--- src/design/drmt_pkg.sv ---
// Shared constants, command and outcome codes, and controller/datapath interface types.
package drmt_pkg;

    localparam int MAX_ENTRIES_DEF = 512;
    localparam int COORD_BITS_DEF  = 16;

    localparam int COORD_W   = 16;
    localparam int CMD_W     = 2;
    localparam int INDEX_W   = 9;
    localparam int OUTCOME_W = 3;
    localparam int SLOT_W    = 9;
    localparam int COUNT_W   = 10;
    localparam int KIND_W    = 3;

    localparam logic [CMD_W-1:0] CMD_ADD   = 2'd0;
    localparam logic [CMD_W-1:0] CMD_READ  = 2'd1;
    localparam logic [CMD_W-1:0] CMD_CLEAR = 2'd2;

    localparam logic [OUTCOME_W-1:0] OC_APPENDED = 3'd0;
    localparam logic [OUTCOME_W-1:0] OC_MERGED   = 3'd1;
    localparam logic [OUTCOME_W-1:0] OC_DROPPED  = 3'd2;
    localparam logic [OUTCOME_W-1:0] OC_READ_OK  = 3'd3;
    localparam logic [OUTCOME_W-1:0] OC_READ_OOR = 3'd4;
    localparam logic [OUTCOME_W-1:0] OC_CLEARED  = 3'd5;

    // Kinds of result that the controller asks the datapath to stage.
    localparam logic [KIND_W-1:0] K_APPEND   = 3'd0;
    localparam logic [KIND_W-1:0] K_MERGE    = 3'd1;
    localparam logic [KIND_W-1:0] K_DROP     = 3'd2;
    localparam logic [KIND_W-1:0] K_READ_OK  = 3'd3;
    localparam logic [KIND_W-1:0] K_READ_OOR = 3'd4;
    localparam logic [KIND_W-1:0] K_CLEAR    = 3'd5;
    localparam logic [KIND_W-1:0] K_BAD_CMD  = 3'd6;

    typedef struct packed {
        logic              load;
        logic              scan_start;
        logic              scan_issue;
        logic              read_issue;
        logic              stage;
        logic [KIND_W-1:0] kind;
        logic              emit;
    } ctl_t;

    typedef struct packed {
        logic [CMD_W-1:0] cmd;
        logic             full;
        logic             empty;
        logic             in_range;
        logic             scan_more;
        logic             pending;
        logic             hit;
    } stat_t;

endpackage

--- src/design/drmt_ctrl.sv ---
// Controller state machine: request decode, store scan sequencing and result hand-off.
module drmt_ctrl (
    input  logic            clk,
    input  logic            rst_n,
    input  logic            in_valid,
    output logic            in_stall,
    output logic            out_valid,
    input  logic            out_stall,
    input  drmt_pkg::stat_t stat,
    output drmt_pkg::ctl_t  ctl
);

    localparam logic [2:0] S_IDLE   = 3'd0;
    localparam logic [2:0] S_DECODE = 3'd1;
    localparam logic [2:0] S_SCAN   = 3'd2;
    localparam logic [2:0] S_RDWAIT = 3'd3;
    localparam logic [2:0] S_EMIT   = 3'd4;

    logic [2:0] state_reg;
    logic [2:0] state_next;
    logic       out_valid_reg;
    logic       out_valid_next;

    always_comb
    begin
        ctl        = '0;
        state_next = state_reg;
        in_stall   = 1'b1;
        unique case (state_reg)
            S_IDLE:
            begin
                in_stall = 1'b0;
                ctl.load = in_valid;
                if (in_valid)
                begin
                    state_next = S_DECODE;
                end
            end
            S_DECODE:
            begin
                unique case (stat.cmd)
                    drmt_pkg::CMD_ADD:
                    begin
                        priority if (stat.full)
                        begin
                            ctl.stage  = 1'b1;
                            ctl.kind   = drmt_pkg::K_DROP;
                            state_next = S_EMIT;
                        end
                        else if (stat.empty)
                        begin
                            ctl.stage  = 1'b1;
                            ctl.kind   = drmt_pkg::K_APPEND;
                            state_next = S_EMIT;
                        end
                        else
                        begin
                            ctl.scan_start = 1'b1;
                            state_next     = S_SCAN;
                        end
                    end
                    drmt_pkg::CMD_READ:
                    begin
                        if (stat.in_range)
                        begin
                            ctl.read_issue = 1'b1;
                            state_next     = S_RDWAIT;
                        end
                        else
                        begin
                            ctl.stage  = 1'b1;
                            ctl.kind   = drmt_pkg::K_READ_OOR;
                            state_next = S_EMIT;
                        end
                    end
                    drmt_pkg::CMD_CLEAR:
                    begin
                        ctl.stage  = 1'b1;
                        ctl.kind   = drmt_pkg::K_CLEAR;
                        state_next = S_EMIT;
                    end
                    default:
                    begin
                        ctl.stage  = 1'b1;
                        ctl.kind   = drmt_pkg::K_BAD_CMD;
                        state_next = S_EMIT;
                    end
                endcase
            end
            S_SCAN:
            begin
                // One entry is read per cycle; its compare comes in the cycle after the read.
                priority if (stat.hit)
                begin
                    ctl.stage  = 1'b1;
                    ctl.kind   = drmt_pkg::K_MERGE;
                    state_next = S_EMIT;
                end
                else if (stat.scan_more)
                begin
                    ctl.scan_issue = 1'b1;
                end
                else if (!stat.pending)
                begin
                    ctl.stage  = 1'b1;
                    ctl.kind   = drmt_pkg::K_APPEND;
                    state_next = S_EMIT;
                end
                else
                begin
                    state_next = S_SCAN;
                end
            end
            S_RDWAIT:
            begin
                ctl.stage  = 1'b1;
                ctl.kind   = drmt_pkg::K_READ_OK;
                state_next = S_EMIT;
            end
            S_EMIT:
            begin
                if (!out_valid_reg || !out_stall)
                begin
                    ctl.emit   = 1'b1;
                    state_next = S_IDLE;
                end
            end
            default:
            begin
                state_next = S_IDLE;
            end
        endcase
    end

    always_comb
    begin
        priority if (ctl.emit)
        begin
            out_valid_next = 1'b1;
        end
        else if (out_stall)
        begin
            out_valid_next = out_valid_reg;
        end
        else
        begin
            out_valid_next = 1'b0;
        end
    end

    always_ff @(posedge clk or negedge rst_n)
    begin
        if (!rst_n)
        begin
            state_reg     <= S_IDLE;
            out_valid_reg <= 1'b0;
        end
        else
        begin
            state_reg     <= state_next;
            out_valid_reg <= out_valid_next;
        end
    end

    assign out_valid = out_valid_reg;

endmodule

--- config.mk ---
export PLATFORM = sky130hd
export DESIGN_NAME = drmt_ctrl
export DESIGN_NICKNAME = d
export VERILOG_FILES = /design/src/design/drmt_pkg.sv /design/src/design/drmt_ctrl.sv
export SDC_FILE = /design/constraint.sdc
export NUM_CORES = 1
export LEC_CHECK = 0
export ABC_AREA = 1
export BUFFER_PORTS_ARGS = -buffer_cell sky130_fd_sc_hd__buf_2
export CORE_AREA = 4 4 41 43
export CTS_BUF_LIST = sky130_fd_sc_hd__clkbuf_2
export CTS_CLUSTER_DIAMETER = 200
export DETAILED_ROUTE_END_ITERATION = 8
export DIE_AREA = 0 0 45 47
export SLEW_MARGIN = 10
export SYNTH_ARGS = -nofsm -noshare
export SYNTH_HDL_FRONTEND = slang
export SYNTH_SLANG_ARGS = --single-unit
--- constraint.sdc ---
create_clock -name clk -period 1.7 [get_ports clk]
set_clock_uncertainty 0.1 [all_clocks]
set_input_delay 0 -clock clk [delete_from_list [all_inputs] [get_ports clk]]
set_output_delay 0 -clock clk [all_outputs]
set_load 0.02 [all_outputs]
==> results.py, run 1 <==
metrics = {
    "clock_tree": {
        "cts_resized": 0,
        "cts_setup_buffers": 0,
        "clk_pin_slew_ns": 0.04,
        "numCtsBuffers": 3,
        "clkLatencyLatePin_ns": 0.20,
        "cts_num_sinks": 4,
        "clockBufferDepth": 2,
        "cts_tree": "built",
        "h-tree-depth": 1,
        "cts_root_buf": "clkbuf_2",
    },
    "place": {
        "dp_hpwl_microns": 787,
        "place_area_sq_um": 492,
        "io_buffers": 22,
        "gp_congestion": 0.757,
    },
    "die": {
        "die_area_sq_um": 2120,
        "dieWidth_microns": 45,
        "initial_core_util_pct": 28.5,
        "fp.dieH_microns": 47,
        "rows": 13,
        "coreArea_sq_um": 1300,
        "io-pin-count": 23,
    },
    "worst_setup_path": {
        "path_depth": 6,
        "crit_chain": "inv_2, nand2_2, nor2_4, inv_2, o31ai_2, buf_2",
        "required_ns": 1.60,
        "cp-end-kind": "output port",
        "crit_top_cell": "inv_2",
        "cp_num_buf_inv": 3,
        "critPathLaunchType": "register",
        "crit_arrival_ns": 1.33,
        "timing_worst_setup_path_type": "reg -> out",
        "slowest_delay_ns": 0.43,
        "critPathTopFamily": "flip-flops",
        "r2r_cells": 6,
        "crit_fanout": 4,
        "critical_path.slowest_cell": "dfrtp_1",
    },
    "routing": {
        "postRouteAntennaNets": 0,
        "wl_per_cell_microns": 9.31,
        "firstDrtPassIters": 4,
        "num_vias": 432,
        "drt_iter0_markers": 4,
        "routed_wl_microns": 922,
        "viasPerCell": 4.36,
        "drc": 0,
    },
    "pwr": {
        "peakVddDrop_mv": 0.680,
        "leakage_nw": 0.344,
        "powerDensity_nw_per_um2": 1310,
    },
    "grt": {
        "grt_pass1_vias": 399,
        "antenna_found_initial": 0,
        "grt_max_degree": 6,
        "grt_pass1_wl_microns": 1520,
        "grt_use_total_pct": 9.92,
        "grt-ovfl-total": 0,
    },
    "final_layout": {
        "drive_above_1_share_pct": 41.7,
        "multi_input_area_sq_um": 218,
        "antenna_cells": 0,
        "largest_register_ffs": 3,
        "fin_nets": 98,
        "fillCellCount": 161,
        "finalInstanceArea_sq_um": 527,
        "layout_common_cells": "22 x buf_2, 13 x nand2_1, 9 x inv_1",
        "final_common_cell": "buf_2",
        "register_area_sq_um": 100,
        "area_growth_pct": 42.2,
    },
    "logic_synthesis": {
        "synthDistinctLibCells": 17,
        "avgSynthCellArea_sq_um": 6.39,
        "yosys_warnings": 0,
        "ys_ff_latch": 4,
        "ys_seq_area_share_pct": 27.0,
        "synth_nets": 70,
        "syn_inst": 58,
        "syn-cell-area_sq_um": 370,
    },
    "sta": {
        "slew-limit-headroom_pct": 86.1,
        "fin_tns_setup_ns": 0,
        "layout_min_cycle_time_ns": 1.43,
        "drv_slew": 0,
        "hold_viol": 0,
        "setup_violations": 0,
        "rsz0062_at_grt": "false",
        "max_slew.worst_pin.slew_ns": 0.207,
        "period_share_pct": 84.4,
        "fmax_mhz": 697,
    },
    "status": {
        "status": "finished clean",
    },
    "min_path": {
        "holdCritPathClass": "in -> async",
    },
    "run": {
        "cap_violations": 0,
    },
}
## path summary, 6_finish.rpt
path | startpoint | end | slack [ns]
worst max-delay path | state_reg[2] | ctl[1] | 0.27
worst min-delay path | rst_n | state_reg[0] | 0.03
worst max register to register | state_reg[1] | state_reg[1] | 0.50
worst min register to register | out_valid | out_valid | 0.39
max in group asynchronous | rst_n | out_valid | 1.36
min in group clk | stat[3] | state_reg[0] | 0.04
## cell usage after synthesis, drive strengths merged
library cell / n / area [sq um]
a21oi: 3 / 15.0
buf: 1 / 7.51
nand4: 2 / 12.5
o21ai: 3 / 15.0
a211oi: 1 / 7.51
inv: 12 / 45.0
nor2: 10 / 55.1
dfrtp: 4 / 100
nand3: 7 / 45.0
o31ai: 1 / 12.5
nand2: 14 / 55.1
## repair_timing
action                                  CTS  global route
hold buffers                              2             0
endpoints found under the hold margin     5             0
endpoints found under the setup margin    0             0
## layout make-up
cell class	count	area share, %
Timing Repair Buffer	24	24.7
Clock buffer	3	2.85
Sequential cell	4	19.0
Multi-Input combinational cell	41	41.3
Tap cell	15	3.56
Inverter	12	8.55
## metal layers
layer | GRT usage [%] | share of wire, % | wire [microns]
met1 | 12.2 | 43 | 393
met2 | 15.8 | 53 | 488
met3 | 2.68 | 4.3 | 40
met4 | 5.26 | 0 | 0
met5 | 0 | 0 | 0
## kinds of logic (layout without fill, tap and decap cells)
logic type      Yosys count  after routing  synth area share, %
flops                     4              4                 27.0
simple gates             33             33                 45.3
buf+inv                  13             39                 14.2
compound gates            8              8                 13.5
## stage by stage
stage,hold WS (ns),std cells,power [mW],util (%),setup slack (ns)
2_1_floorplan,-0.396,58,0.491,-,0.342
3_3_place_gp,-0.295,94,0.609,37.8,0.488
3_5_place_dp,-0.293,94,0.612,37.8,0.470
4_1_cts,0.00862,99,0.704,40.5,0.242
5_1_grt,0.0279,99,0.767,40.5,0.133
6_report,0.0287,99,0.692,40.5,0.266
## worst register-to-register path: cells and delay by family (launching register included)
family / cells / cell delay, ns
AND/OR/NAND/NOR: 6 / 0.55
flip-flops: 1 / 0.44
## power by group
part	switching, mW	total [mW]	internal, mW	leakage, nW
Sequential	0.0448	0.177	0.132	0.0519
Clock	0.0357	0.0831	0.0474	0.0125
Combinational	0.290	0.432	0.142	0.280
Note: power is estimated with default switching activity, not from simulation.
==> run 2: changes to the inputs <==
clock period = 1.5 ns   (was 1.7 ns; I/O delays follow)
==> results.py, run 2 (same netlist as run 1, synthesis figures left out) <==
metrics = {
    "worst_setup_path": {
        "critPathLaunchType": "register",
        "slowest_delay_ns": 0.42,
        "cp_num_buf_inv": 3,
        "crit_arrival_ns": 1.31,
        "crit_top_cell": "inv_2",
        "crit_chain": "inv_2, nand2_4, nor2_4, inv_2, a211oi_1, buf_2",
        "crit_fanout": 4,
        "critPathTopFamily": "flip-flops",
        "required_ns": 1.40,
        "ff2ff_setup_slack_ns": 0.26,
        "critical_path.slowest_cell": "dfrtp_2",
        "timing_worst_setup_path_type": "reg -> out",
        "cp-end-kind": "output port",
    },
    "die": {
        "dieWidth_microns": 45,
        "fp.dieH_microns": 47,
        "coreArea_sq_um": 1300,
        "initial_core_util_pct": 28.5,
        "io-pin-count": 23,
        "die_area_sq_um": 2120,
        "rows": 13,
    },
    "final_layout": {
        "fin_nets": 101,
        "largest_register_ffs": 3,
        "fillCellCount": 156,
        "area_growth_pct": 50.7,
        "antenna_cells": 0,
        "drive_above_1_share_pct": 44.8,
        "finalInstanceArea_sq_um": 558,
        "layout_common_cells": "21 x buf_2, 13 x nand2_1, 9 x inv_1",
        "final_common_cell": "buf_2",
    },
    "routing": {
        "viasPerCell": 4.45,
        "wl_met1_microns": 375,
        "routed_wl_microns": 954,
        "firstDrtPassIters": 4,
        "routed-wl-met2_microns": 529,
        "wl_per_cell_microns": 9.35,
        "postRouteAntennaNets": 0,
        "top_layer_used": "met3",
        "num_vias": 454,
        "dr_wl_met3_microns": 49,
        "drt_iter0_markers": 3,
        "drc": 0,
    },
    "clock_tree": {
        "clk_pin_slew_ns": 0.04,
        "clockBufferDepth": 2,
        "cts_tree": "built",
        "numCtsBuffers": 3,
        "cts_root_buf": "clkbuf_2",
        "cts_num_sinks": 4,
        "clkLatencyLatePin_ns": 0.20,
        "h-tree-depth": 1,
    },
    "grt": {
        "antenna_found_initial": 0,
        "grt_max_degree": 6,
        "grt_pass1_vias": 399,
        "grt_use_total_pct": 9.92,
        "grt_pass1_wl_microns": 1520,
        "grt-ovfl-total": 0,
    },
    "place": {
        "place_ws_ns": 0.270,
        "gp_congestion": 0.757,
        "place_area_sq_um": 492,
        "dp_hpwl_microns": 787,
        "io_buffers": 22,
    },
    "pwr": {
        "intPower_mw": 0.420,
        "clkPwrFrac_pct": 11.0,
        "switching_share_pct": 51.0,
        "combPwrFrac_pct": 65.5,
        "powerDensity_nw_per_um2": 1540,
        "peakVddDrop_mv": 0.799,
        "leakage_nw": 0.360,
        "p_sw_mw": 0.437,
        "pwr-share-seq_pct": 23.5,
        "fin_total_pwr_mw": 0.858,
    },
    "sta": {
        "period_share_pct": 93.9,
        "max_slew.worst_pin.slew_ns": 0.207,
        "holdWs_ns": 0.0287,
        "rsz0062_at_grt": "true",
        "fin_ws_ns": 0.0921,
        "setup_violations": 0,
        "fin_tns_setup_ns": 0,
        "layout_min_cycle_time_ns": 1.41,
        "drv_slew": 0,
        "fmax_mhz": 710,
        "slew-limit-headroom_pct": 86.0,
        "hold_viol": 0,
    },
    "status": {
        "status": "finished clean",
    },
    "run": {
        "cap_violations": 0,
    },
    "min_path": {
        "holdCritPathClass": "in -> async",
    },
}
## run 2: cell count changes in the layout (fill, tap and decap cells not counted)
cell / delta
buf_4: +4
buf_2: -1
dfrtp_1: -1
dfrtp_2: +1
nand2_2: -1
nand2_4: +1
## run 2: metrics by stage
stage | utilization, % | cells
2_1_floorplan | - | 58
3_3_place_gp | 37.8 | 94
3_5_place_dp | 37.8 | 94
4_1_cts | 40.5 | 99
6_report | 42.9 | 102
5_1_grt | 42.9 | 102
## run 2: layout make-up
cell class	instances	area, sq um	area share (%)
inverter	12	45.0	8.07
clock buffer	3	15.0	2.69
sequential	4	101	18.2
timing repair buffer	27	155	27.8
multi-input combinational	41	223	39.9
tap	15	18.8	3.36
## run 2: path summary, 6_finish.rpt
| kind | from | end | cells after the start |
|---|---|---|---|
| min reg2reg | out_valid | out_valid | 2 |
| min in group clk | stat[3] | state_reg[0] | 3 |
| max reg2reg | state_reg[2] | state_reg[1] | 7 |
| max | state_reg[2] | ctl[3] | 6 |
| max in group asynchronous | rst_n | state_reg[2] | 2 |
| min | rst_n | state_reg[0] | 2 |
## run 2: power by group through the flow
stage                     registers, mW  clock network, mW  logic, mW
after floorplan                   0.215                  0      0.342
after global placement            0.204                  0      0.487
after detailed placement          0.203                  0      0.491
after CTS                         0.201              0.102      0.495
after global routing              0.209              0.111      0.623
final                             0.202             0.0942      0.561
## run 2: timing repair
| item | 4_1_cts | 5_1_grt |
|---|---|---|
| endpoints found under the setup margin | 0 | 2 |
| hold buffers | 2 | 0 |
| buffers inserted | 0 | 3 |
| gates resized for setup | 0 | 3 |
| endpoints found under the hold margin | 5 | 0 |
## run 2: worst register-to-register path, stage by stage (launching register included)
cell and delay, ns:
dfrtp_2 0.42, buf_4 0.15, nor2_4 0.13, nand3_2 0.11
nand2_1 0.08, nor2_1 0.04, nand2_1 0.04, nand2_1 0.06
## run 2: routing by layer
layer  vias up  track usage, %
met5         -               0
met4         0            5.26
met3         0            2.68
met2         9            15.8
met1       203            12.2
li1        242               -
